## src/telnet_receive_negotiator_core_macros.svh

```systemverilog
// Assertion macros shared by the telnet receive negotiator.
`ifndef TELNET_RECEIVE_NEGOTIATOR_CORE_MACROS_SVH
`define TELNET_RECEIVE_NEGOTIATOR_CORE_MACROS_SVH

// Same-cycle implication, sampled on clk_i and disabled in reset.
`define TNRN_ASSERT_NOW(lbl, ante, cons) \
  lbl: assert property (@(posedge clk_i) disable iff (!rst_ni) (ante) |-> (cons)) \
    else $error("telnet negotiator check failed");

// Next-cycle implication, sampled on clk_i and disabled in reset.
`define TNRN_ASSERT_NEXT(lbl, ante, cons) \
  lbl: assert property (@(posedge clk_i) disable iff (!rst_ni) (ante) |=> (cons)) \
    else $error("telnet negotiator check failed");

`endif

```

## src/tnrn_pkg.sv

```systemverilog
// Shared types, codes and tables of the telnet receive negotiator.
`default_nettype none
package tnrn_pkg;

  localparam logic [7:0] TN_IAC  = 8'd255;
  localparam logic [7:0] TN_DONT = 8'd254;
  localparam logic [7:0] TN_DO   = 8'd253;
  localparam logic [7:0] TN_WONT = 8'd252;
  localparam logic [7:0] TN_WILL = 8'd251;
  localparam logic [7:0] TN_SB   = 8'd250;
  localparam logic [7:0] TN_SE   = 8'd240;

  localparam logic [7:0] OPT_BIN  = 8'd0;
  localparam logic [7:0] OPT_ECHO = 8'd1;
  localparam logic [7:0] OPT_SGA  = 8'd3;

  localparam logic [7:0] CH_CR  = 8'd13;
  localparam logic [7:0] CH_LF  = 8'd10;
  localparam logic [7:0] CH_NUL = 8'd0;

  localparam logic [1:0] V_WILL = 2'd0;
  localparam logic [1:0] V_WONT = 2'd1;
  localparam logic [1:0] V_DO   = 2'd2;
  localparam logic [1:0] V_DONT = 2'd3;

  localparam logic [1:0] OS_OFF     = 2'd0;
  localparam logic [1:0] OS_ON      = 2'd1;
  localparam logic [1:0] OS_REFUSED = 2'd2;

  typedef enum logic [1:0] {
    K_DATA,
    K_OPT,
    K_GREET
  } kind_e;

  typedef enum logic [1:0] {
    M_DATA,
    M_CMD,
    M_GREET
  } mode_e;

  typedef struct packed {
    logic       enq;
    kind_e      kind;
    logic [7:0] dat;
    logic [1:0] verb;
  } req_t;

  typedef struct packed {
    mode_e      mode;
    logic [7:0] verb_code;
    logic [7:0] dat;
  } desc_t;

  function automatic logic [7:0] greet_byte(input logic [3:0] idx);
    logic [7:0] b;
    case (idx)
      4'd0, 4'd3, 4'd6, 4'd9: b = TN_IAC;
      4'd1, 4'd4, 4'd7:       b = TN_WILL;
      4'd10:                  b = TN_DO;
      4'd2:                   b = OPT_ECHO;
      4'd5:                   b = OPT_SGA;
      default:                b = OPT_BIN;
    endcase
    return b;
  endfunction

endpackage
`default_nettype wire

```

## src/tnrn_ram.sv

```systemverilog
// Generic single-port-write, single-port-read RAM with registered read data.
`default_nettype none
module tnrn_ram #(
  parameter int WIDTH = 2,
  parameter int DEPTH = 256
) (
  input  wire logic                     clk_i,
  input  wire logic                     we_i,
  input  wire logic [$clog2(DEPTH)-1:0] waddr_i,
  input  wire logic [WIDTH-1:0]         wdata_i,
  input  wire logic                     re_i,
  input  wire logic [$clog2(DEPTH)-1:0] raddr_i,
  output      logic [WIDTH-1:0]         rdata_o
);

  logic [WIDTH-1:0] mem_q [DEPTH];

  always_ff @(posedge clk_i) begin
    if (we_i) begin
      mem_q[waddr_i] <= wdata_i;
    end
    if (re_i) begin
      rdata_o <= mem_q[raddr_i];
    end
  end

endmodule
`default_nettype wire

```

## src/tnrn_parser.sv

```systemverilog
// IAC parser: tracks command state and carriage returns, and classifies each word.
`default_nettype none
module tnrn_parser import tnrn_pkg::*; (
  input  wire logic       clk_i,
  input  wire logic       rst_ni,
  input  wire logic       acc_i,
  input  wire logic       func_i,
  input  wire logic [7:0] rx_byte_i,
  output      req_t       req_o
);

  typedef enum logic [2:0] {
    PS_DATA,
    PS_IAC,
    PS_OPT,
    PS_SB,
    PS_SB_IAC
  } pstate_e;

  pstate_e    state_q, state_d;
  logic [1:0] verb_q, verb_d;
  logic       cr_q, cr_d;

  always_comb begin
    state_d    = state_q;
    verb_d     = verb_q;
    cr_d       = cr_q;
    req_o.enq  = 1'b0;
    req_o.kind = K_DATA;
    req_o.dat  = rx_byte_i;
    req_o.verb = verb_q;
    if (func_i) begin
      req_o.enq  = 1'b1;
      req_o.kind = K_GREET;
    end else begin
      case (state_q)
        PS_DATA: begin
          if (rx_byte_i == TN_IAC) begin
            state_d = PS_IAC;
          end else begin
            cr_d      = (rx_byte_i == CH_CR);
            req_o.enq = !(cr_q && ((rx_byte_i == CH_LF) || (rx_byte_i == CH_NUL)));
          end
        end
        PS_IAC: begin
          state_d = PS_DATA;
          if (rx_byte_i == TN_IAC) begin
            req_o.enq = 1'b1;
          end else if ((rx_byte_i >= TN_WILL) && (rx_byte_i <= TN_DONT)) begin
            verb_d  = 2'(rx_byte_i - TN_WILL);
            state_d = PS_OPT;
          end else if (rx_byte_i == TN_SB) begin
            state_d = PS_SB;
          end
        end
        PS_OPT: begin
          req_o.enq  = 1'b1;
          req_o.kind = K_OPT;
          state_d    = PS_DATA;
        end
        PS_SB: begin
          if (rx_byte_i == TN_IAC) begin
            state_d = PS_SB_IAC;
          end
        end
        PS_SB_IAC: begin
          state_d = (rx_byte_i == TN_SE) ? PS_DATA : PS_SB;
        end
        default: begin
          state_d = PS_DATA;
        end
      endcase
    end
  end

  always_ff @(posedge clk_i or negedge rst_ni) begin
    if (!rst_ni) begin
      state_q <= PS_DATA;
      verb_q  <= V_WILL;
      cr_q    <= 1'b0;
    end else if (acc_i) begin
      state_q <= state_d;
      verb_q  <= verb_d;
      cr_q    <= cr_d;
    end
  end

endmodule
`default_nettype wire

```

## src/tnrn_emit.sv

```systemverilog
// Output sequencer: holds one run of result words and hands them out one at a time.
`default_nettype none
module tnrn_emit import tnrn_pkg::*; (
  input  wire logic       clk_i,
  input  wire logic       rst_ni,
  input  wire logic       load_i,
  input  wire desc_t      desc_i,
  output      logic       free_o,
  output      logic       out_valid_o,
  input  wire logic       out_ready_i,
  output      logic       channel_o,
  output      logic [7:0] data_byte_o,
  output      logic       last_of_run_o
);

  logic       busy_q;
  desc_t      desc_q;
  logic [3:0] idx_q;
  logic [3:0] last_idx;

  always_comb begin
    case (desc_q.mode)
      M_DATA:  last_idx = 4'd0;
      M_CMD:   last_idx = 4'd2;
      M_GREET: last_idx = 4'd11;
      default: last_idx = 4'd0;
    endcase
  end

  always_comb begin
    channel_o = 1'b1;
    case (desc_q.mode)
      M_DATA: begin
        channel_o   = 1'b0;
        data_byte_o = desc_q.dat;
      end
      M_CMD: begin
        case (idx_q)
          4'd0:    data_byte_o = TN_IAC;
          4'd1:    data_byte_o = desc_q.verb_code;
          default: data_byte_o = desc_q.dat;
        endcase
      end
      default: begin
        data_byte_o = greet_byte(idx_q);
      end
    endcase
  end

  assign out_valid_o   = busy_q;
  assign last_of_run_o = (idx_q == last_idx);
  assign free_o        = !busy_q || (out_ready_i && last_of_run_o);

  always_ff @(posedge clk_i or negedge rst_ni) begin
    if (!rst_ni) begin
      busy_q <= 1'b0;
      idx_q  <= 4'd0;
    end else if (load_i) begin
      busy_q <= 1'b1;
      idx_q  <= 4'd0;
    end else if (busy_q && out_ready_i) begin
      if (last_of_run_o) begin
        busy_q <= 1'b0;
      end else begin
        idx_q <= idx_q + 4'd1;
      end
    end
  end

  always_ff @(posedge clk_i) begin
    if (load_i) begin
      desc_q <= desc_i;
    end
  end

endmodule
`default_nettype wire

```

## src/telnet_receive_negotiator_core.sv

```systemverilog
// Top level of the telnet receive negotiator: parser, option tables and output sequencer.
//
//   channel | direction | handshake               | payload
//   --------+-----------+-------------------------+----------------------------------
//   in      | to core   | in_valid_i / in_ready_o | func_i, rx_byte_i
//   out     | from core | out_valid_o/out_ready_i | channel_o, data_byte_o, last_of_run_o
//
// A data word or command word is taken every cycle while the output drains at one word a cycle.
// An option word reads both option memories on acceptance and writes back when it leaves the holding stage.
// A three-word reply holds the input back while it drains; the greeting holds it during its table
// writes for ECHO, SGA and BIN and then while its twelve words drain.
// After reset a sweep writes all 256 entries of both option tables to off, with
// in_ready_o held low.
// Stalls on the output side back up through the single holding stage to in_ready_o.
`default_nettype none
module telnet_receive_negotiator_core import tnrn_pkg::*; (
  input  wire logic       clk_i,
  input  wire logic       rst_ni,
  input  wire logic       in_valid_i,
  output      logic       in_ready_o,
  input  wire logic       func_i,
  input  wire logic [7:0] rx_byte_i,
  output      logic       out_valid_o,
  input  wire logic       out_ready_i,
  output      logic       channel_o,
  output      logic [7:0] data_byte_o,
  output      logic       last_of_run_o
);

  req_t       req;
  logic       acc;
  logic       rd_en;

  logic       s1_valid_q;
  kind_e      s1_kind_q;
  logic [7:0] s1_dat_q;
  logic [1:0] s1_verb_q;
  logic [1:0] g_cnt_q;
  logic       s1_move;

  logic       clr_q;
  logic [7:0] clr_addr_q;

  logic       l_we, r_we;
  logic [7:0] l_waddr, r_waddr;
  logic [1:0] l_wdata, r_wdata;
  logic [1:0] l_rdata, r_rdata;
  logic       l_fwd_q, r_fwd_q;
  logic [1:0] l_fwd_data_q, r_fwd_data_q;
  logic [1:0] my_st, his_st;

  logic       change;
  logic       to_local;
  logic [1:0] new_st;
  logic [7:0] reply;

  logic       emit_free;
  logic       emit_load;
  desc_t      emit_desc;

  tnrn_parser u_parser (
    .clk_i     (clk_i),
    .rst_ni    (rst_ni),
    .acc_i     (acc),
    .func_i    (func_i),
    .rx_byte_i (rx_byte_i),
    .req_o     (req)
  );

  assign in_ready_o = !clr_q && (!s1_valid_q || s1_move);
  assign acc        = in_valid_i && in_ready_o;
  assign rd_en      = acc && req.enq && (req.kind == K_OPT);

  assign my_st  = l_fwd_q ? l_fwd_data_q : l_rdata;
  assign his_st = r_fwd_q ? r_fwd_data_q : r_rdata;

  always_comb begin
    change   = 1'b0;
    to_local = 1'b1;
    new_st   = OS_OFF;
    reply    = TN_WONT;
    case (s1_verb_q)
      V_DO: begin
        if ((s1_dat_q == OPT_ECHO) || (s1_dat_q == OPT_SGA) || (s1_dat_q == OPT_BIN)) begin
          change = (my_st != OS_ON);
          new_st = OS_ON;
          reply  = TN_WILL;
        end else begin
          change = (my_st != OS_REFUSED);
          new_st = OS_REFUSED;
        end
      end
      V_DONT: begin
        change = (my_st == OS_ON);
      end
      V_WILL: begin
        to_local = 1'b0;
        if (s1_dat_q == OPT_BIN) begin
          change = (his_st == OS_OFF);
          new_st = OS_ON;
          reply  = TN_DO;
        end else begin
          change = (his_st != OS_REFUSED);
          new_st = OS_REFUSED;
          reply  = TN_DONT;
        end
      end
      default: begin
        to_local = 1'b0;
        change   = (his_st == OS_ON);
        reply    = TN_DONT;
      end
    endcase
  end

  always_comb begin
    case (s1_kind_q)
      K_DATA:  s1_move = s1_valid_q && emit_free;
      K_OPT:   s1_move = s1_valid_q && (!change || emit_free);
      K_GREET: s1_move = s1_valid_q && (g_cnt_q == 2'd2) && emit_free;
      default: s1_move = s1_valid_q;
    endcase
  end

  always_comb begin
    case (g_cnt_q)
      2'd0:    l_waddr = OPT_ECHO;
      2'd1:    l_waddr = OPT_SGA;
      default: l_waddr = OPT_BIN;
    endcase
    l_wdata = OS_ON;
    l_we    = s1_valid_q && (s1_kind_q == K_GREET);
    if (s1_kind_q == K_OPT) begin
      l_waddr = s1_dat_q;
      l_wdata = new_st;
      l_we    = s1_move && change && to_local;
    end
    if (clr_q) begin
      l_waddr = clr_addr_q;
      l_wdata = OS_OFF;
      l_we    = 1'b1;
    end
  end

  assign r_we    = clr_q || (s1_move && (s1_kind_q == K_OPT) && change && !to_local);
  assign r_waddr = clr_q ? clr_addr_q : s1_dat_q;
  assign r_wdata = clr_q ? OS_OFF : new_st;

  tnrn_ram #(.WIDTH(2), .DEPTH(256)) u_local_ram (
    .clk_i   (clk_i),
    .we_i    (l_we),
    .waddr_i (l_waddr),
    .wdata_i (l_wdata),
    .re_i    (rd_en),
    .raddr_i (rx_byte_i),
    .rdata_o (l_rdata)
  );

  tnrn_ram #(.WIDTH(2), .DEPTH(256)) u_remote_ram (
    .clk_i   (clk_i),
    .we_i    (r_we),
    .waddr_i (r_waddr),
    .wdata_i (r_wdata),
    .re_i    (rd_en),
    .raddr_i (rx_byte_i),
    .rdata_o (r_rdata)
  );

  always_comb begin
    emit_desc.verb_code = reply;
    emit_desc.dat       = s1_dat_q;
    case (s1_kind_q)
      K_DATA:  emit_desc.mode = M_DATA;
      K_OPT:   emit_desc.mode = M_CMD;
      default: emit_desc.mode = M_GREET;
    endcase
  end

  assign emit_load = s1_move && ((s1_kind_q != K_OPT) || change);

  tnrn_emit u_emit (
    .clk_i         (clk_i),
    .rst_ni        (rst_ni),
    .load_i        (emit_load),
    .desc_i        (emit_desc),
    .free_o        (emit_free),
    .out_valid_o   (out_valid_o),
    .out_ready_i   (out_ready_i),
    .channel_o     (channel_o),
    .data_byte_o   (data_byte_o),
    .last_of_run_o (last_of_run_o)
  );

  always_ff @(posedge clk_i or negedge rst_ni) begin
    if (!rst_ni) begin
      s1_valid_q <= 1'b0;
      s1_kind_q  <= K_DATA;
      g_cnt_q    <= 2'd0;
      clr_q      <= 1'b1;
      clr_addr_q <= 8'd0;
      l_fwd_q    <= 1'b0;
      r_fwd_q    <= 1'b0;
    end else begin
      if (clr_q) begin
        clr_addr_q <= clr_addr_q + 8'd1;
        if (clr_addr_q == 8'd255) begin
          clr_q <= 1'b0;
        end
      end
      if (acc && req.enq) begin
        s1_valid_q <= 1'b1;
        s1_kind_q  <= req.kind;
      end else if (s1_move) begin
        s1_valid_q <= 1'b0;
      end
      if (s1_move) begin
        g_cnt_q <= 2'd0;
      end else if (s1_valid_q && (s1_kind_q == K_GREET) && (g_cnt_q != 2'd2)) begin
        g_cnt_q <= g_cnt_q + 2'd1;
      end
      if (rd_en) begin
        l_fwd_q <= l_we && (l_waddr == rx_byte_i);
        r_fwd_q <= r_we && (r_waddr == rx_byte_i);
      end
    end
  end

  always_ff @(posedge clk_i) begin
    if (acc && req.enq) begin
      s1_dat_q  <= req.dat;
      s1_verb_q <= req.verb;
    end
    if (rd_en) begin
      l_fwd_data_q <= l_wdata;
      r_fwd_data_q <= r_wdata;
    end
  end

`include "telnet_receive_negotiator_core_macros.svh"

  `TNRN_ASSERT_NOW(a_read_not_over_held_option, rd_en, !(s1_valid_q && (s1_kind_q == K_OPT) && !s1_move))
  `TNRN_ASSERT_NEXT(a_read_fills_option_stage, rd_en, s1_valid_q && (s1_kind_q == K_OPT))
  `TNRN_ASSERT_NOW(a_greet_leaves_after_writes, s1_move && (s1_kind_q == K_GREET), l_we && (l_waddr == OPT_BIN))
  `TNRN_ASSERT_NEXT(a_run_end_drains, out_valid_o && out_ready_i && last_of_run_o && !emit_load, !out_valid_o)

endmodule
`default_nettype wire

```

## config.mk

```make
export PLATFORM = sky130hd
export DESIGN_NAME = telnet_receive_negotiator_core
export DESIGN_NICKNAME = d
export VERILOG_FILES = /design/src/tnrn_pkg.sv /design/src/tnrn_ram.sv /design/src/tnrn_parser.sv /design/src/tnrn_emit.sv /design/src/telnet_receive_negotiator_core.sv
export VERILOG_INCLUDE_DIRS = /design/src /design/src/src
export SDC_FILE = /design/constraint.sdc
export NUM_CORES = 1
export LEC_CHECK = 0
export ABC_AREA = 1
export BUFFER_PORTS_ARGS = -buffer_cell sky130_fd_sc_hd__buf_4
export CAP_MARGIN = 20
export CORE_MARGIN = 8
export CORE_UTILIZATION = 55
export DETAILED_ROUTE_END_ITERATION = 10
export PLACE_DENSITY = 0.74
export SLEW_MARGIN = 20
export SYNTH_ARGS = -nofsm -noshare
export SYNTH_HDL_FRONTEND = slang
export SYNTH_SLANG_ARGS = --single-unit
```

## constraint.sdc

```tcl
create_clock -name clk_i -period 14.5 [get_ports clk_i]
set_clock_uncertainty 0.15 [all_clocks]
set_input_delay 0.725 -clock clk_i [delete_from_list [all_inputs] [get_ports clk_i]]
set_output_delay 0.725 -clock clk_i [all_outputs]
set_load 0.02 [all_outputs]
```

==> impl_metrics.yaml <==
detailed_routing:
  drc: 0
  vias_per_cell: 6.019
  first_pass_iters: 8
  avgRoutedWirePerCell_um: 21.75
  drt_iter0_markers: 4396
  drt-total-wl_mm: 117.1
  final_antenna_net_count: 0
  vias: 32410
grt:
  gr-max-usage-layer: "met2"
  grt_use_met3_pct: 4.909
  grt_overflow_total: 0
  grt_util_all_layers_pct: 23.97
  grt_max_degree: 258
  grtUsageMet2_pct: 37.95
  antenna_found_initial: 1
  grtUsageMet1_pct: 32.57
  grt_pass1_vias: 30810
  grt_pass1_wl_mm: 175.9
placed_design:
  postPlaceCellArea_mm2: 0.04745
  place_congestion: 0.8608
  dp_cells: 5199
  placement.io_buffers: 24
  place_hpwl_mm: 62.44
synth:
  synth.net_count: 4303
  synth_compound_area_share_pct: 10.00
  synth_xor_area_share_pct: 0.3177
  yosysMostFrequentCell: "nor2_1"
  async_reset_ff_share_pct: 2.495
  synth_top_area_cell: "edfxtp_1"
  synth_area_leaders: "edfxtp_1, nor2_1, o21ai_0"
  yosys-top-cells-count: "nor2_1, edfxtp_1, o21ai_0"
  syn_area_mm2: 0.04686
  synth-edff-count: 1055
  synthFlopType: "edfxtp_1"
  synth_top_family_by_area: "simple AND/OR/NAND/NOR gates"
  synth_seq_cells: 1082
  synth_cell_types: 48
  synth_fa_ha_area_share_pct: 0.5340
  yosys.area.top_type_share_pct: 67.61
  synthSimpleGateAreaFrac_pct: 16.18
  syn_avg_cell_area_um2: 10.97
  ys_seq_area_share_pct: 69.05
  synth.mux.area_fraction_pct: 0
  yosysWarningCount: 0
  syn_inst: 4270
timing:
  max_freq_ghz: 0.2515
  finalMaxSlewViolations: 65
  tns_ns: 0
  worstMarginPinSlew_ns: 1.553
  period_needed_ns: 3.976
  min_period_over_period_pct: 27.42
  rsz0062_at_grt: "false"
  slew_headroom_pct: -3.560
  setup_viol: 0
  hold_violations: 0
final_layout:
  insertedDiodeCount: 0
  area_growth_pct: 8.368
  multiInputGateArea_mm2: 0.01271
  nFillCells: 6609
  fin_area_mm2: 0.05078
  final_util_pct: 59.92
  seq_area_mm2: 0.03236
  nets: 4195
  drive_gt1_share_pct: 6.720
  final_cells: 5385
critical_path:
  reg2reg_to: "u_remote_ram.mem_q[149][0]"
  critPathMaxFanout: 94
  cp-endpoint: "u_local_ram.rdata_o[0]"
  arrival_ns: 4.35
  worst_r2r_path_depth: 11
  crit_path_max_incr_delay_ns: 0.81
  path_buf_inv: 4
  worstReg2RegStart: "u_emit.desc_q[16]"
  crit_chain: "buf_8 > inv_6 > buf_4 > buf_4 > o21ai_0 > o22ai_1 > nand2_1 > nand3_1 > a21oi_1 > nor2_1 > nor2_1 > nand2_1 > nand2_1 > nand4_1"
  cpMostUsedCell: "nand2_1"
  cp-end-kind: "flip-flop"
  cpMaxStageDelayCell: "buf_4"
  setup.worst_path.start_class: "input pin"
  rrSetupSlack_ns: 10.76
  cp_top_family: "buffers and inverters"
  critical_path_class: "in -> reg"
  crit_required_ns: 14.88
  cp_num_cells: 14
  critPathLaunch: "rx_byte_i[1]"
power:
  p_per_area_mw_per_mm2: 139.5
  vdd_ir_drop_max_v: 0.0001161
  total_power_uw: 7085
  total_leakage_power_uw: 0.01821
floorplanning:
  ioPinCount: 25
  core_area_mm2: 0.08475
  die-height_um: 307.9
  initial_core_util_pct: 55.30
  dieArea_mm2: 0.09480
  die_width_um: 307.9
  rows: 107
cts:
  clock_sinks: 1082
  clkLatencyLatePin_ns: 0.69
  clock_path_buffers: 3
  ctsResizeCount: 0
  ctsHoldBuffers: 1
  clk_pin_slew_ns: 0.06
  post_cts_buffers: 0
  cts_max_level: 3
  cts_buffers: 103
  cts_tree: "yes"
  root_buffer: "clkbuf_16"
worst_hold_path:
  hp-class: "in -> reg"
status:
  outcome: "finished, violations left"
  violations: "max-slew violations"
flow_run:
  cap_violations: 0
sequential cells by signal (all words and copies together), names as in the netlist:
| name | count |
|---|---|
| r_fwd_data_q | 2 |
| clr_addr_q | 8 |
| r_fwd_q | 1 |
| u_parser.state_q | 3 |
| u_emit.out_valid_o | 1 |
| g_cnt_q | 2 |
| u_local_ram.mem_q | 512 |
| u_remote_ram.rdata_o | 2 |
| s1_verb_q | 2 |
| l_fwd_data_q | 2 |
| u_emit.idx_q | 4 |
| s1_kind_q | 2 |
| u_local_ram.rdata_o | 2 |
| u_parser.verb_q | 2 |
| s1_dat_q | 8 |
| u_emit.desc_q | 13 |
| clr_q | 1 |
| u_parser.cr_q | 1 |
| u_remote_ram.mem_q | 512 |
| s1_valid_q | 1 |
| l_fwd_q | 1 |
how the worst min path moves through the flow:
stage | startpoint | endpoint | slack, ns | cells past startpoint
global route | rx_byte_i[6] | s1_dat_q[6] | 0.15 | 1
global placement | u_parser.verb_q[0] | s1_verb_q[0] | 0.29 | 0
floorplan | u_parser.verb_q[0] | s1_verb_q[0] | 0.27 | 0
finish | rx_byte_i[6] | s1_dat_q[6] | 0.15 | 1
detailed placement | u_parser.verb_q[1] | s1_verb_q[1] | 0.30 | 0
CTS | rx_byte_i[6] | s1_dat_q[6] | 0.12 | 1
placed cells by master (no fill, tap or decap), types with 20 or more instances in the layout:
cell,instances
nor2_1,1227
edfxtp_1,1055
o21ai_0,582
nand2_1,531
o22ai_1,201
clkbuf_16,104
inv_1,98
buf_4,49
nand3_1,41
a21oi_1,31
nand4_1,29
dfrtp_1,26
clkbuf_1,25
nand2_2,23
nand2_4,22
clkinv_1,21
ha_1,20
stage by stage:
| step | worst slack (ns) | hold WS, ns |
|---|---|---|
| 2_1_floorplan | 1.194 | 0.2749 |
| 3_3_place_gp | 10.08 | 0.2931 |
| 3_5_place_dp | 10.06 | 0.2965 |
| 4_1_cts | 10.74 | 0.1198 |
| 5_1_grt | 10.40 | 0.1481 |
| 6_report | 10.52 | 0.1462 |
power breakdown:
group          leakage (µW)  switching (µW)  internal [µW]
clock               0.00160            1140           1520
combinational       0.00555             650            226
sequential           0.0111            39.1           3510
logic make-up (layout without fill, tap and decap cells):
| logic type | after synthesis | count (layout) |
|---|---|---|
| flip-flops | 1082 | 1082 |
| XOR/XNOR | 17 | 17 |
| buffers and inverters | 384 | 355 |
| AO/OA/AOI/OAI | 864 | 864 |
| AND/OR/NAND/NOR | 1903 | 1903 |
| adder cells (fa/ha/maj) | 20 | 20 |
layout make-up:
cell class              instances  share of cell area (%)
repair buffers                 59                   1.094
clock inverters                54                   1.151
flip-flops and latches       1082                   63.72
inverters                     112                  0.8525
well taps                    1144                   2.819
multi-input cells            2804                   25.03
clock buffers                 130                   5.337
metal layers:
| layer | vias up | wire [µm] |
|---|---|---|
| met4 | 0 | 4642 |
| met5 | - | 0 |
| met3 | 306 | 12890 |
| li1 | 14670 | - |
| met1 | 15640 | 45730 |
| met2 | 1792 | 53850 |
(Power assumes the default switching activity.)
